**src/hdl/dst_pkg.sv**
```systemverilog
// Shared constants and types for the dual sample timer block.
package dst_pkg;

	// Timer geometry.
	localparam int A_BITS  = 10;
	localparam int B_SHIFT = 4;
	localparam int B_BITS  = 8 + B_SHIFT;
	// Working width for timer A writes: wide enough for both the counter and the
	// ten bits that the two address registers can reach.
	localparam int A_EXT   = (A_BITS > 10) ? A_BITS : 10;

	// Register addresses.
	localparam logic [7:0] REG_TA_LO = 8'h24;
	localparam logic [7:0] REG_TA_HI = 8'h25;
	localparam logic [7:0] REG_TB    = 8'h26;
	localparam logic [7:0] REG_CTRL  = 8'h27;

	// Bit positions in the control register.
	localparam int CTRL_LOAD_A  = 0;
	localparam int CTRL_LOAD_B  = 1;
	localparam int CTRL_EN_A    = 2;
	localparam int CTRL_EN_B    = 3;
	localparam int CTRL_CLR_A   = 4;
	localparam int CTRL_CLR_B   = 5;

	// Item kinds.
	typedef enum logic {
		OP_WRITE = 1'b0,
		OP_TICK  = 1'b1
	} dst_op_t;

	// One result beat.
	typedef struct packed {
		logic [1:0] status_flags;
		logic       irq_a;
		logic       irq_b;
	} dst_rsp_t;

endpackage

```
**src/hdl/dst_if.sv**
```systemverilog
// Handshake channels for the dual sample timer: command in, status out.
interface dst_cmd_if;
	import dst_pkg::*;
	logic       valid;
	logic       ready;
	dst_op_t    op;
	logic [7:0] reg_addr;
	logic [7:0] write_data;

	modport source (output valid, output op, output reg_addr, output write_data, input ready);
	modport sink   (input valid, input op, input reg_addr, input write_data, output ready);
endinterface

interface dst_rsp_if;
	logic       valid;
	logic       ready;
	logic [1:0] status_flags;
	logic       irq_a;
	logic       irq_b;

	modport source (output valid, output status_flags, output irq_a, output irq_b, input ready);
	modport sink   (input valid, input status_flags, input irq_a, input irq_b, output ready);
endinterface

```
**src/hdl/dual_sample_timer_with_flags.sv**
```systemverilog
// Top level of the dual sample timer with overflow flags.
//
//   channel | dir | payload                          | one beat is
//   --------+-----+----------------------------------+------------------------------
//   cmd     | in  | op, reg_addr[7:0], write_data[7:0] | a register write or one tick
//   rsp     | out | status_flags[1:0], irq_a, irq_b  | the status after that item
//
// The timer state updates at the edge that accepts a cmd beat; the status lands at
// that edge in the output register, or in the skid entry if the output is held.
// Reset (arst_n low) clears counters, load/enable bits, flags and both output stages.
// A beat may follow every cycle, as a two-entry output (register plus skid) keeps
// cmd.ready high while one result waits; cmd.ready drops only once the skid is full.
module dual_sample_timer_with_flags (
	input  logic       clk,
	input  logic       arst_n,
	dst_cmd_if.sink    cmd,
	dst_rsp_if.source  rsp
);
	import dst_pkg::*;

	// Timer state.
	logic [A_BITS-1:0] count_a_q;
	logic [B_BITS-1:0] count_b_q;
	logic              load_a_q;
	logic              load_b_q;
	logic              enable_a_q;
	logic              enable_b_q;
	logic [1:0]        flags_q;

	// Next-state values for the accepted beat.
	logic [A_BITS-1:0] count_a_d;
	logic [B_BITS-1:0] count_b_d;
	logic              load_a_d;
	logic              load_b_d;
	logic              enable_a_d;
	logic              enable_b_d;
	logic [1:0]        flags_d;
	logic              pulse_a;
	logic              pulse_b;
	logic [A_EXT-1:0]  a_ext;
	logic [A_BITS-1:0] a_inc;
	logic [B_BITS-1:0] b_inc;

	// Output register and skid entry.
	dst_rsp_t out_q;
	dst_rsp_t skid_q;
	logic     out_valid_q;
	logic     skid_valid_q;
	dst_rsp_t rsp_new;

	logic cmd_fire;
	logic rsp_fire;

	assign cmd.ready = !skid_valid_q;
	assign cmd_fire  = cmd.valid && cmd.ready;
	assign rsp_fire  = out_valid_q && rsp.ready;

	assign a_ext = A_EXT'(count_a_q);
	assign a_inc = count_a_q + A_BITS'(1);
	assign b_inc = count_b_q + B_BITS'(1);

	// Work out the effect of one item on the timer state.
	always_comb begin
		count_a_d  = count_a_q;
		count_b_d  = count_b_q;
		load_a_d   = load_a_q;
		load_b_d   = load_b_q;
		enable_a_d = enable_a_q;
		enable_b_d = enable_b_q;
		flags_d    = flags_q;
		pulse_a    = 1'b0;
		pulse_b    = 1'b0;
		unique case (cmd.op)
			OP_WRITE: begin
				unique case (cmd.reg_addr)
					REG_TA_LO: begin
						// Replace the low byte, keep everything above it.
						count_a_d = A_BITS'((a_ext & ~A_EXT'(8'hff)) | A_EXT'(cmd.write_data));
					end
					REG_TA_HI: begin
						// Keep the low byte; bits 9..8 from data, anything higher clears.
						count_a_d = A_BITS'((a_ext & A_EXT'(8'hff))
							| (A_EXT'(cmd.write_data[1:0]) << 8));
					end
					REG_TB: begin
						count_b_d = B_BITS'(cmd.write_data) << B_SHIFT;
					end
					REG_CTRL: begin
						load_a_d   = cmd.write_data[CTRL_LOAD_A];
						load_b_d   = cmd.write_data[CTRL_LOAD_B];
						enable_a_d = cmd.write_data[CTRL_EN_A];
						enable_b_d = cmd.write_data[CTRL_EN_B];
						if (cmd.write_data[CTRL_CLR_A]) begin
							flags_d[0] = 1'b0;
						end
						if (cmd.write_data[CTRL_CLR_B]) begin
							flags_d[1] = 1'b0;
						end
					end
					default: begin
						// Other addresses leave the timers alone.
					end
				endcase
			end
			OP_TICK: begin
				// Advance each loaded counter; raise its flag on a wrap to zero when enabled.
				if (load_a_q) begin
					count_a_d = a_inc;
					if (a_inc == '0 && enable_a_q && !flags_q[0]) begin
						flags_d[0] = 1'b1;
						pulse_a    = 1'b1;
					end
				end
				if (load_b_q) begin
					count_b_d = b_inc;
					if (b_inc == '0 && enable_b_q && !flags_q[1]) begin
						flags_d[1] = 1'b1;
						pulse_b    = 1'b1;
					end
				end
			end
			default: begin
			end
		endcase
	end

	assign rsp_new = '{status_flags: flags_d, irq_a: pulse_a, irq_b: pulse_b};

	// Timer state: update on every accepted beat.
	always_ff @(posedge clk or negedge arst_n) begin
		if (!arst_n) begin
			count_a_q  <= '0;
			count_b_q  <= '0;
			load_a_q   <= 1'b0;
			load_b_q   <= 1'b0;
			enable_a_q <= 1'b0;
			enable_b_q <= 1'b0;
			flags_q    <= '0;
		end else if (cmd_fire) begin
			count_a_q  <= count_a_d;
			count_b_q  <= count_b_d;
			load_a_q   <= load_a_d;
			load_b_q   <= load_b_d;
			enable_a_q <= enable_a_d;
			enable_b_q <= enable_b_d;
			flags_q    <= flags_d;
		end
	end

	// Output register with skid entry. A new result goes straight to the output
	// when it is free or draining this cycle, else it waits in the skid entry.
	always_ff @(posedge clk or negedge arst_n) begin
		if (!arst_n) begin
			out_valid_q  <= 1'b0;
			skid_valid_q <= 1'b0;
		end else if (skid_valid_q) begin
			// cmd.ready is low here, so only drain.
			if (rsp_fire) begin
				out_valid_q  <= 1'b1;
				skid_valid_q <= 1'b0;
			end
		end else if (cmd_fire) begin
			if (!out_valid_q || rsp_fire) begin
				out_valid_q <= 1'b1;
			end else begin
				skid_valid_q <= 1'b1;
			end
		end else if (rsp_fire) begin
			out_valid_q <= 1'b0;
		end
	end

	// Payload of the two output entries; no reset needed.
	always_ff @(posedge clk) begin
		if (skid_valid_q) begin
			if (rsp_fire) begin
				out_q <= skid_q;
			end
		end else if (cmd_fire) begin
			if (!out_valid_q || rsp_fire) begin
				out_q <= rsp_new;
			end else begin
				skid_q <= rsp_new;
			end
		end
	end

	assign rsp.valid        = out_valid_q;
	assign rsp.status_flags = out_q.status_flags;
	assign rsp.irq_a        = out_q.irq_a;
	assign rsp.irq_b        = out_q.irq_b;

	// The skid entry only fills behind a held output.
	a_skid_behind_out: assert property (@(posedge clk) disable iff (!arst_n)
		skid_valid_q |-> out_valid_q)
		else $error("skid entry valid while output register empty");

	// A reported interrupt always comes with its flag set.
	a_irq_has_flag: assert property (@(posedge clk) disable iff (!arst_n)
		out_valid_q && (out_q.irq_a || out_q.irq_b) |->
		((!out_q.irq_a || out_q.status_flags[0]) && (!out_q.irq_b || out_q.status_flags[1])))
		else $error("interrupt pulse without its flag");

	// A register write never pulses an interrupt.
	a_write_no_pulse: assert property (@(posedge clk) disable iff (!arst_n)
		cmd_fire && cmd.op == OP_WRITE |-> !pulse_a && !pulse_b)
		else $error("interrupt pulse on a register write");

	// Flag A only rises through a tick that pulses it.
	a_flag_a_source: assert property (@(posedge clk) disable iff (!arst_n)
		!$past(flags_q[0]) && flags_q[0] |-> $past(cmd_fire && pulse_a))
		else $error("flag A set without an interrupt pulse");

endmodule
```
**src/flat_wrapper.sv**
```systemverilog
// flat-port wrapper written by rule: the top's interface ports become plain ports
module dual_sample_timer_with_flags_flat import dst_pkg::*;
  (clk, arst_n, cmd_valid, cmd_op, cmd_reg_addr, cmd_write_data, cmd_ready, rsp_valid, rsp_status_flags, rsp_irq_a, rsp_irq_b, rsp_ready);
  dst_cmd_if cmd_i ();
  dst_rsp_if rsp_i ();
  input  logic clk;
  input  logic arst_n;
  input wire logic [$bits(cmd_i.valid)-1:0] cmd_valid;
  input wire logic [$bits(cmd_i.op)-1:0] cmd_op;
  input wire logic [$bits(cmd_i.reg_addr)-1:0] cmd_reg_addr;
  input wire logic [$bits(cmd_i.write_data)-1:0] cmd_write_data;
  output wire logic [$bits(cmd_i.ready)-1:0] cmd_ready;
  output wire logic [$bits(rsp_i.valid)-1:0] rsp_valid;
  output wire logic [$bits(rsp_i.status_flags)-1:0] rsp_status_flags;
  output wire logic [$bits(rsp_i.irq_a)-1:0] rsp_irq_a;
  output wire logic [$bits(rsp_i.irq_b)-1:0] rsp_irq_b;
  input wire logic [$bits(rsp_i.ready)-1:0] rsp_ready;
  assign cmd_i.valid = cmd_valid;
  assign cmd_i.op = cmd_op;
  assign cmd_i.reg_addr = cmd_reg_addr;
  assign cmd_i.write_data = cmd_write_data;
  assign cmd_ready = cmd_i.ready;
  assign rsp_valid = rsp_i.valid;
  assign rsp_status_flags = rsp_i.status_flags;
  assign rsp_irq_a = rsp_i.irq_a;
  assign rsp_irq_b = rsp_i.irq_b;
  assign rsp_i.ready = rsp_ready;
  dual_sample_timer_with_flags u_core (.clk(clk), .arst_n(arst_n), .cmd(cmd_i), .rsp(rsp_i));
endmodule
```
**config.mk**
```make
export PLATFORM = sky130hd
export DESIGN_NAME = dual_sample_timer_with_flags_flat
export DESIGN_NICKNAME = d
export VERILOG_FILES = /design/src/hdl/dst_pkg.sv /design/src/hdl/dst_if.sv /design/src/hdl/dual_sample_timer_with_flags.sv /design/src/flat_wrapper.sv
export SDC_FILE = /design/constraint.sdc
export NUM_CORES = 1
export LEC_CHECK = 0
export BUFFER_PORTS_ARGS = -buffer_cell sky130_fd_sc_hd__buf_2
export CAP_MARGIN = 20
export CORE_MARGIN = 2
export CORE_UTILIZATION = 25
export CTS_CLUSTER_SIZE = 12
export DETAILED_ROUTE_END_ITERATION = 16
export PLACE_DENSITY_LB_ADDON = 0.1
export SYNTH_ARGS = -nofsm -noshare
export SYNTH_HDL_FRONTEND = slang
export SYNTH_SLANG_ARGS = --single-unit
```
**constraint.sdc**
```tcl
create_clock -name clk -period 2.27 [get_ports clk]
set_input_delay 0.1135 -clock clk [delete_from_list [all_inputs] [get_ports clk]]
set_output_delay 0.1135 -clock clk [all_outputs]
set_load 0.1 [all_outputs]
```
======== Word-level counts from Yosys, hierarchy flattened ========
Index checks and enable logic that the tools add are counted.
W data, S select, Z words.
word-level totals
  register bits ........................... 38
  input port bits ......................... 21
  output and inout bits ................... 6
  word-level logic and storage cells ...... 87
operators by class
  add/subtract/negate cells ............... 2
  equality and inequality tests ........... 10
  mux-type cells .......................... 33
  bitwise operators ....................... 5
  reduce and logical (&&, ||, !) cells .... 22
operators with widths
  operator                 count
  $pmux W10 S2             2
  $eq A8 B6 Y1 const B     4
  $mux W12                 2
  $pmux W12 S2             1
  $mux W1                  21
  $reduce_and A3 Y1        6
  $mux W4                  4
  $add A12 B1 Y12 const B  1
  $logic_not A12 Y1        1
  $add A10 B1 Y10 const B  1
  $logic_not A10 Y1        1
  $mux W10                 1
  $or A10 B8 Y10           1
  $or A8 B10 Y10           1
  $logic_and A1 B1 Y1      6
  $reduce_bool A2 Y1       3
  $logic_not A1 Y1         4
  $ne A2 B1 Y1 const B     2
  $ne A2 B2 Y1 const B     2
  $pmux W2 S2              1
  $ne A3 B2 Y1 const B     1
  $ne A3 B3 Y1 const B     1
  $not A1 Y1               3
  $mux W2                  1
  $logic_or A1 B1 Y1       1

======== Depth between registers and ports, before layout ========
Gate-level depths: netlist (run 1).
  word-level depth ........................ 10
  gate-level depth with buffers ........... 7
  mapped depth without buffers ............ 6

======== Least setup slack after synthesis (run 1) ========
No wires, ideal clock.
  path kind ............................... register to register
  from .................................... reg u_core.count_a_q[0], in the netlist u_core.a_ext[0]
  to ...................................... reg u_core.out_q (netlist bit u_core.rsp.status_flags[0]), data pin
  setup time .............................. 165 ps
  arrival ................................. 1,922 ps
  required time ........................... 2,105 ps
  setup slack ............................. 183 ps
  cell stages (with the launch flop) ...... 7
  buffers on the path ..................... 0
  period minus slack after synthesis ...... 2,087 ps
  cells stage by stage .................... dfrtp_1 ha_1 and2b_4 or4_4 a2111oi_4 a31oi_1 o31ai_2
between the ends
  cells in the longest elaborated chain, start to end .. 10
RTL lines
  element                            line                                 source
  start: declaration                 dual_sample_timer_with_flags.sv:22   logic [A_BITS-1:0] count_a_q;
  start signal: assignment           dual_sample_timer_with_flags.sv:140  count_a_q <= count_a_d;
  $add A10 B1 Y10                    dual_sample_timer_with_flags.sv:59   assign a_inc = count_a_q + A_BITS'(1);
  $logic_not A10 Y1                  dual_sample_timer_with_flags.sv:109  if (a_inc == '0 && enable_a_q && !flags_q[0]) begin
  $logic_and A1 B1 Y1 (2 in series)  dual_sample_timer_with_flags.sv:109
  $mux W1                            dual_sample_timer_with_flags.sv:109
  $mux W1                            dual_sample_timer_with_flags.sv:107  if (load_a_q) begin
  $pmux W2 S2                        dual_sample_timer_with_flags.sv:73   unique case (cmd.op)
  $mux W4                            dual_sample_timer_with_flags.sv:180  if (!out_valid_q || rsp_fire) begin
  $mux W4                            dual_sample_timer_with_flags.sv:179  end else if (cmd_fire) begin
  $mux W4                            dual_sample_timer_with_flags.sv:175  if (skid_valid_q) begin
  end signal: assignment             dual_sample_timer_with_flags.sv:177  out_q <= skid_q;
  end signal: assignment             dual_sample_timer_with_flags.sv:181  out_q <= rsp_new;
  end: declaration                   dual_sample_timer_with_flags.sv:45   dst_rsp_t out_q;
No other way between the ends. The select of a mux whose other input is x is not followed.
A chain may end at the register's enable or synchronous reset.

======== Worst setup path after layout (run 1) ========
Same ends and word-level chain as after synthesis.

==> results_dict.tcl, run 1 <==
set metrics [dict create \
    h-tree-depth 2 \
    grt_usage_pct 13.49 \
    design.die.area_sq_mm 0.01128 \
    place_area_sq_mm 0.002912 \
    core_area_sq_mm 0.01023 \
    status "complete, no violations" \
    ios 27 \
    routed_wl_mm 7.270 \
    clk_pin_slew_worst_paths_ns 0.08 \
    fin_crit_ns 2.163 \
    syn-num-nets 307 \
    gp_congestion 0.7620 \
    first_iter_violations 134 \
    cts_tree "built" \
    drc 0 \
    async_flop_share_pct 78.95 \
    root_buffer "clkbuf_8" \
    synth.top_cell.area_share_pct 28.75 \
    critPathLaunchType "register" \
    report.final.slew_viol_count 0 \
    worst_hold_slack_ns 0.1178 \
    diodes 0 \
    synth_area_per_cell_sq_um 9.260 \
    yosysWarnings 0 \
    crit_fanout 5 \
    pre_cts_ws_ns 0.1110 \
    maxSlewHeadroom_pct 49.01 \
    p_comb_share_pct 35.2 \
    arrival_ns 2.29 \
    cap_violations 0 \
    crit_chain "ha_1 -> and2b_4 -> or4_4 -> a2111oi_4 -> a31oi_2 -> o31ai_2" \
    seq_power_share_pct 38.5 \
    dp.cells 437 \
    r2r_setup_slack_ns 0.11 \
    syn_area_sq_mm 0.002611 \
    antenna_found_initial 0 \
    vias_per_cell 5.033 \
    die_w_um 106.2 \
    fin_area_sq_mm 0.003129 \
    critPathCaptureType "register" \
    hp-class "input pin to register" \
    synthFlopType "dfrtp_1" \
    clock-sinks 38 \
    worst_pin_slew_ns 0.7648 \
    die_h_um 106.2 \
    synthCells 282 \
    ant_nets 0 \
    ys_seq_area_share_pct 37.95 \
    initial_core_util_pct 25.52 \
    intPower_w 0.001290 \
    switchingPower_w 0.0009182 \
    p_clk_share_pct 26.3 \
    drive_gt1_share_pct 25.32 \
    fillerInstances 1086 \
    hpwl_mm 5.318 \
    cts_buffer_depth 2 \
    ys_ff_latch 38 \
    clock_latency_ns 0.30 \
    hold_viol 0 \
    yosys-top-cells-area "dfrtp_1, edfxtp_1, nand2_1" \
    finalCoreUtilization_pct 30.59 \
    vias 2275 \
    p_leak_nw 1.244 \
    nets 340 \
    setup_violations 0 \
    p_sw_share_pct 41.59 \
    cp_top_family "compound AO/OA/AOI/OAI gates" \
    grt_pass1_vias 2209 \
    synth_top_area_cell "dfrtp_1" \
    p_per_area_mw_per_mm2 705.5 \
    fp-row-count 37 \
    grt_overflow 0 \
    synth_edf_count 8 \
    cts_inserted_buffers 5 \
    crit_type "register to register" \
    grt_max_degree 31 \
    critical_path_buf_inv_count 0 \
    clock-skew-final_ns 0.01037 \
    final_cells 452 \
    crit_slowest_cell "dfrtp_2" \
    fin_ws_ns 0.1066 \
    wl_per_cell_um 16.08 \
    crit_required_ns 2.39 \
    crit_path_max_incr_delay_ns 0.45 \
    synth.distinct_cells 68 \
    grt_pass1_wl_mm 11.94 \
    max_freq_mhz 462.2 \
    period_share_pct 95.31 \
    max-vdd-ir-drop_v 0.0006008 \
    area_growth_pct 19.84 \
    portBuffers 26 \
    dr.pass1.iters 4 \
]
[power groups by stage]
stage                     registers (W)  clock network [W]  logic, W
after CTS                      0.000849           0.000603  0.000772
after floorplan                 0.00113                  0  0.000310
final                          0.000850           0.000580  0.000778
after global routing           0.000863           0.000637  0.000835
after global placement         0.000863                  0  0.000773
after detailed placement       0.000864                  0  0.000769
[metal layers]
layer	vias up	GRT usage [%]	share of wire [%]
li1	1140	-	-
met1	1088	19.76	50
met2	42	20.74	45
met3	5	2.207	3.9
met4	0	3.102	1.1
met5	-	0	0
[cell usage after synthesis, drive strengths merged, types with 5 or more instances]
cell and n:
and2 6, mux2i 6, nor2b 5, nor2 19
a211oi 5, nand2 28, dfrtp 30, nand4 9
clkbuf 14, a21oi 9, nor3 8, edfxtp 8
buf 6, and3 9, o21ai 15, nand3 13
inv 5
[through the flow]
| stage | setup TNS [ns] | power [W] |
|---|---|---|
| 6_report | 0 | 0.002208 |
| 5_1_grt | -0.0004996 | 0.002335 |
| 4_1_cts | 0 | 0.002225 |
| 3_5_place_dp | 0 | 0.001632 |
| 3_3_place_gp | 0 | 0.001636 |
| 2_1_floorplan | 0 | 0.001440 |
[timing repair]
item	4_1_cts	5_1_grt
resized for setup	0	11
endpoints found under the hold margin	31	0
buffers inserted	0	5
hold buffers	2	0
setup endpoints to repair	0	9
[registers in the layout (all words and copies together) (netlist names)]
signal	count
u_core.enable_b_q	1
u_core.count_b_q	12
u_core.rsp.irq_a	1
u_core.rsp.irq_b	1
u_core.enable_a_q	1
u_core.rsp.status_flags	2
u_core.load_a_q	1
u_core.skid_q	4
u_core.flags_q	2
u_core.skid_valid_q	1
u_core.rsp.valid	1
u_core.a_ext	10
u_core.load_b_q	1
[layout by cell type, fill, tap and decap left out, types with 5 or more instances in the layout]
| master | netlist | final |
|---|---|---|
| nor2_1 | 19 | 19 |
| o21ai_0 | 12 | 12 |
| clkbuf_8 | 0 | 6 |
| inv_1 | 5 | 5 |
| nand4_1 | 9 | 9 |
| edfxtp_1 | 8 | 8 |
| nand2_1 | 27 | 27 |
| and3_1 | 8 | 8 |
| buf_2 | 3 | 26 |
| dfrtp_1 | 30 | 29 |
| buf_4 | 0 | 17 |
| nor3_1 | 8 | 6 |
| nand3_1 | 13 | 12 |
| a21oi_1 | 9 | 8 |
| a211oi_1 | 5 | 5 |
| and2_1 | 5 | 5 |
| mux2i_1 | 6 | 6 |
[cell type report]
class,count,area [sq um],area share (%)
Sequential cell,38,992.2,31.71
Timing Repair Buffer,46,297.8,9.516
Inverter,5,18.77,0.5998
Tap cell,136,170.2,5.438
Clock buffer,8,111.4,3.559
Multi-Input combinational cell,219,1539,49.18
[cells by family (layout without fill, tap and decap cells)]
logic type,count (synthesis),count (layout),synth area share (%)
AND/OR/NAND/NOR,121,121,26.11
AO/OA/AOI/OAI,77,77,22.71
buffers and inverters,25,59,4.935
multiplexers,10,10,4.025
XOR/XNOR,7,7,2.348
adder cells (fa/ha/maj),4,4,1.917
flip-flops,38,38,37.95
[worst paths after layout]
kind / start / depth (start not counted) / to
worst min register to register: u_core.count_b_q[11] / 1 / u_core.count_b_q[11]
min in group asynchronous: arst_n / 2 / u_core.skid_valid_q
worst max register to register: u_core.a_ext[0] / 6 / u_core.rsp.status_flags[0]
worst min-delay path: cmd_write_data[4] / 2 / u_core.flags_q[0]
max in group asynchronous: arst_n / 2 / u_core.a_ext[0]
worst max-delay path: u_core.a_ext[0] / 6 / u_core.rsp.status_flags[0]
Note: power is estimated with default switching activity, not from simulation.
==> inputs of run 2 (changes only) <==
- ABC_AREA: not set -> 1
==> results_dict.tcl, run 2 <==
set metrics [dict create \
    design.die.area_sq_mm 0.01035 \
    yosysWarnings 0 \
    clock-sinks 38 \
    area_growth_pct 15.99 \
    worst_pin_slew_ns 0.7760 \
    synth_area_per_cell_sq_um 7.346 \
    synth_most_common_cell "nand2_1" \
    route.met2.wl_mm 3.121 \
    fin_area_sq_mm 0.002769 \
    p_leak_nw 1.277 \
    nets 379 \
    wl_per_cell_um 13.40 \
    post_cts_resized 0 \
    crit_start "u_core.count_b_q[0]" \
    rsz0062_at_grt "false" \
    ys_seq_area_share_pct 41.51 \
    die_h_um 101.7 \
    grt_usage_pct 13.94 \
    root_buffer "clkbuf_8" \
    critPathLaunchType "register" \
    crit_path_max_incr_delay_ns 0.46 \
    clk_pin_slew_worst_paths_ns 0.09 \
    routed_wl_mm 6.488 \
    fin_crit_ns 1.806 \
    mostFrequentLayoutCells "nand2_1, inv_1, dfrtp_1" \
    max-vdd-ir-drop_v 0.0003305 \
    diodes 0 \
    top_register "u_core.count_b_q" \
    syn-num-nets 350 \
    crit_type "register to register" \
    synthFlopType "dfrtp_1" \
    max_freq_mhz 553.8 \
    ys_ff_latch 38 \
    rr_startpoint "u_core.count_b_q[0]" \
    async_flop_share_pct 78.95 \
    report.final.slew_viol_count 0 \
    hp-class "input pin to register" \
    met1_length_mm 3.114 \
    gp_congestion 0.7692 \
    cap_violations 0 \
    grt_overflow 0 \
    finalCoreUtilization_pct 29.97 \
    largest_reg_flops 12 \
    setup_violations 0 \
    cpMostUsedCell "nand2_1" \
    crit_fanout 7 \
    crit_required_ns 2.45 \
    multi_input_area_sq_mm 0.001201 \
    cts_tree "built" \
    fillerInstances 1011 \
    core_area_sq_mm 0.009240 \
    cts_inserted_buffers 5 \
    cts_buffer_depth 2 \
    syn_area_sq_mm 0.002387 \
    synth.distinct_cells 35 \
    grt_max_degree 31 \
    synth_edf_count 8 \
    status "complete, no violations" \
    period_share_pct 79.54 \
    seqCellArea_sq_um 991.0 \
    drc 0 \
    hold_buffers 1 \
    vias 2123 \
    h-tree-depth 2 \
    place_area_sq_mm 0.002645 \
    grt_pass1_wl_mm 11.07 \
    clock_latency_ns 0.31 \
    layout_commonest_cell "nand2_1" \
    grt_pass1_vias 2208 \
    dr.max_layer_used "met4" \
    dr_wl_met3_um 186 \
    maxSlewHeadroom_pct 48.26 \
    hold_viol 0 \
    synthCells 325 \
    drive_gt1_share_pct 16.90 \
    critPathCaptureType "register" \
    dr.pass1.iters 4 \
    hpwl_mm 4.903 \
    fp-row-count 35 \
    first_iter_violations 45 \
    p_per_area_mw_per_mm2 919.5 \
    ant_nets 0 \
    yosys-top-cells-area "dfrtp_1, nand2_1, edfxtp_1" \
    clock-skew-final_ns 0.007665 \
    r2r_setup_slack_ns 0.46 \
    crit_slowest_cell "dfrtp_1" \
    arrival_ns 1.99 \
    r2r_cells 12 \
    synth_top_area_cell "dfrtp_1" \
    initial_core_util_pct 25.84 \
    vias_per_cell 4.386 \
    timing.critical_path.to "u_core.rsp.status_flags[1]" \
    antenna_found_initial 0 \
    crit_chain "ha_1 -> nand3_2 -> clkinv_1 -> nand2_1 -> nand2_1 -> inv_1 -> nand3_1 -> nor2_1 -> nand2_1 -> nand2_1 -> nand3_1 -> nand2_1" \
    cts_setup_buffers 0 \
    synthTopCellsByCount "nand2_1, inv_1, dfrtp_1, nor2_1, o21ai_0" \
    synth.top_cell.area_share_pct 31.45 \
    portBuffers 26 \
    die_w_um 101.7 \
    ios 27 \
    fin_tns_setup_ns 0 \
    r2r-end "u_core.rsp.status_flags[1]" \
]
run 2: cell types whose count changed after synthesis, moves of 5 or more:
cell      delta
inv_1       +31
clkbuf_1    -13
nand2_1     +75
and2_1       -5
nor3_1       -6
and3_1       -8
nand3_1     +10
mux2i_1      -6
a211oi_1     -5
nor2_1       +8
nor2_2       +8
o21ai_0     +15
run 2: area by class of cell:
cell class	count	area share, %
flip-flops and latches	38	35.79
repair buffers	28	5.332
clock inverters	3	1.627
clock buffers	5	2.485
well taps	129	5.829
inverters	41	5.558
multi-input cells	240	43.38
run 2: power breakdown:
| part | switching [W] | internal [W] | leakage (nW) |
|---|---|---|---|
| combinational | 0.000719 | 0.000210 | 0.783 |
| clock | 0.000286 | 0.000327 | 0.0504 |
| sequential | 0.000136 | 0.000868 | 0.443 |
| total | 0.00114 | 0.00140 | 1.28 |
run 2: worst max-delay path, delay by kind of cell, from the launching register on:
kind / cells / cell delay (ns)
and+or+nand+nor: 9 / 0.80
DFF: 1 / 0.46
adders and majority gates: 1 / 0.26
buffers and inverters: 2 / 0.16
run 2: cells by family (layout without fill, tap and decap cells):
kind of cell,count (synthesis),count (layout),synth area share (%)
AOI/OAI and AO/OA,54,54,13.05
and+or+nand+nor,179,179,34.07
buffers and inverters,47,77,8.175
DFF,38,38,41.51
xor gates and xnor gates,3,3,1.101
adders and majority gates,4,4,2.097
run 2: how the worst min path moves through the flow:
stage / from / end / cells past startpoint
floorplan: arst_n / u_core.a_ext[0] / 0
global placement: arst_n / u_core.count_b_q[5] / 1
detailed placement: arst_n / u_core.count_b_q[4] / 1
CTS: cmd_write_data[2] / u_core.enable_a_q / 3
global route: cmd_write_data[2] / u_core.enable_a_q / 3
finish: cmd_write_data[3] / u_core.enable_b_q / 3
run 2: layer usage:
metal,vias to the layer above,global-route usage (%)
met5,-,0
li1,1111,-
met2,26,23.84
met3,7,3.244
met4,0,3.119
met1,979,17.87
run 2: per-stage QoR:
stage                     power (W)  hold slack (ns)  worst slack [ns]  instances
after floorplan            0.001730          -0.1821            0.4623        325
after global placement     0.001971           0.2445            0.4595        475
after detailed placement   0.001958           0.2422            0.4561        475
after CTS                  0.002593          0.09041            0.4492        484
after global routing       0.002740          0.08215            0.1911        484
final                      0.002546          0.09695            0.4643        484
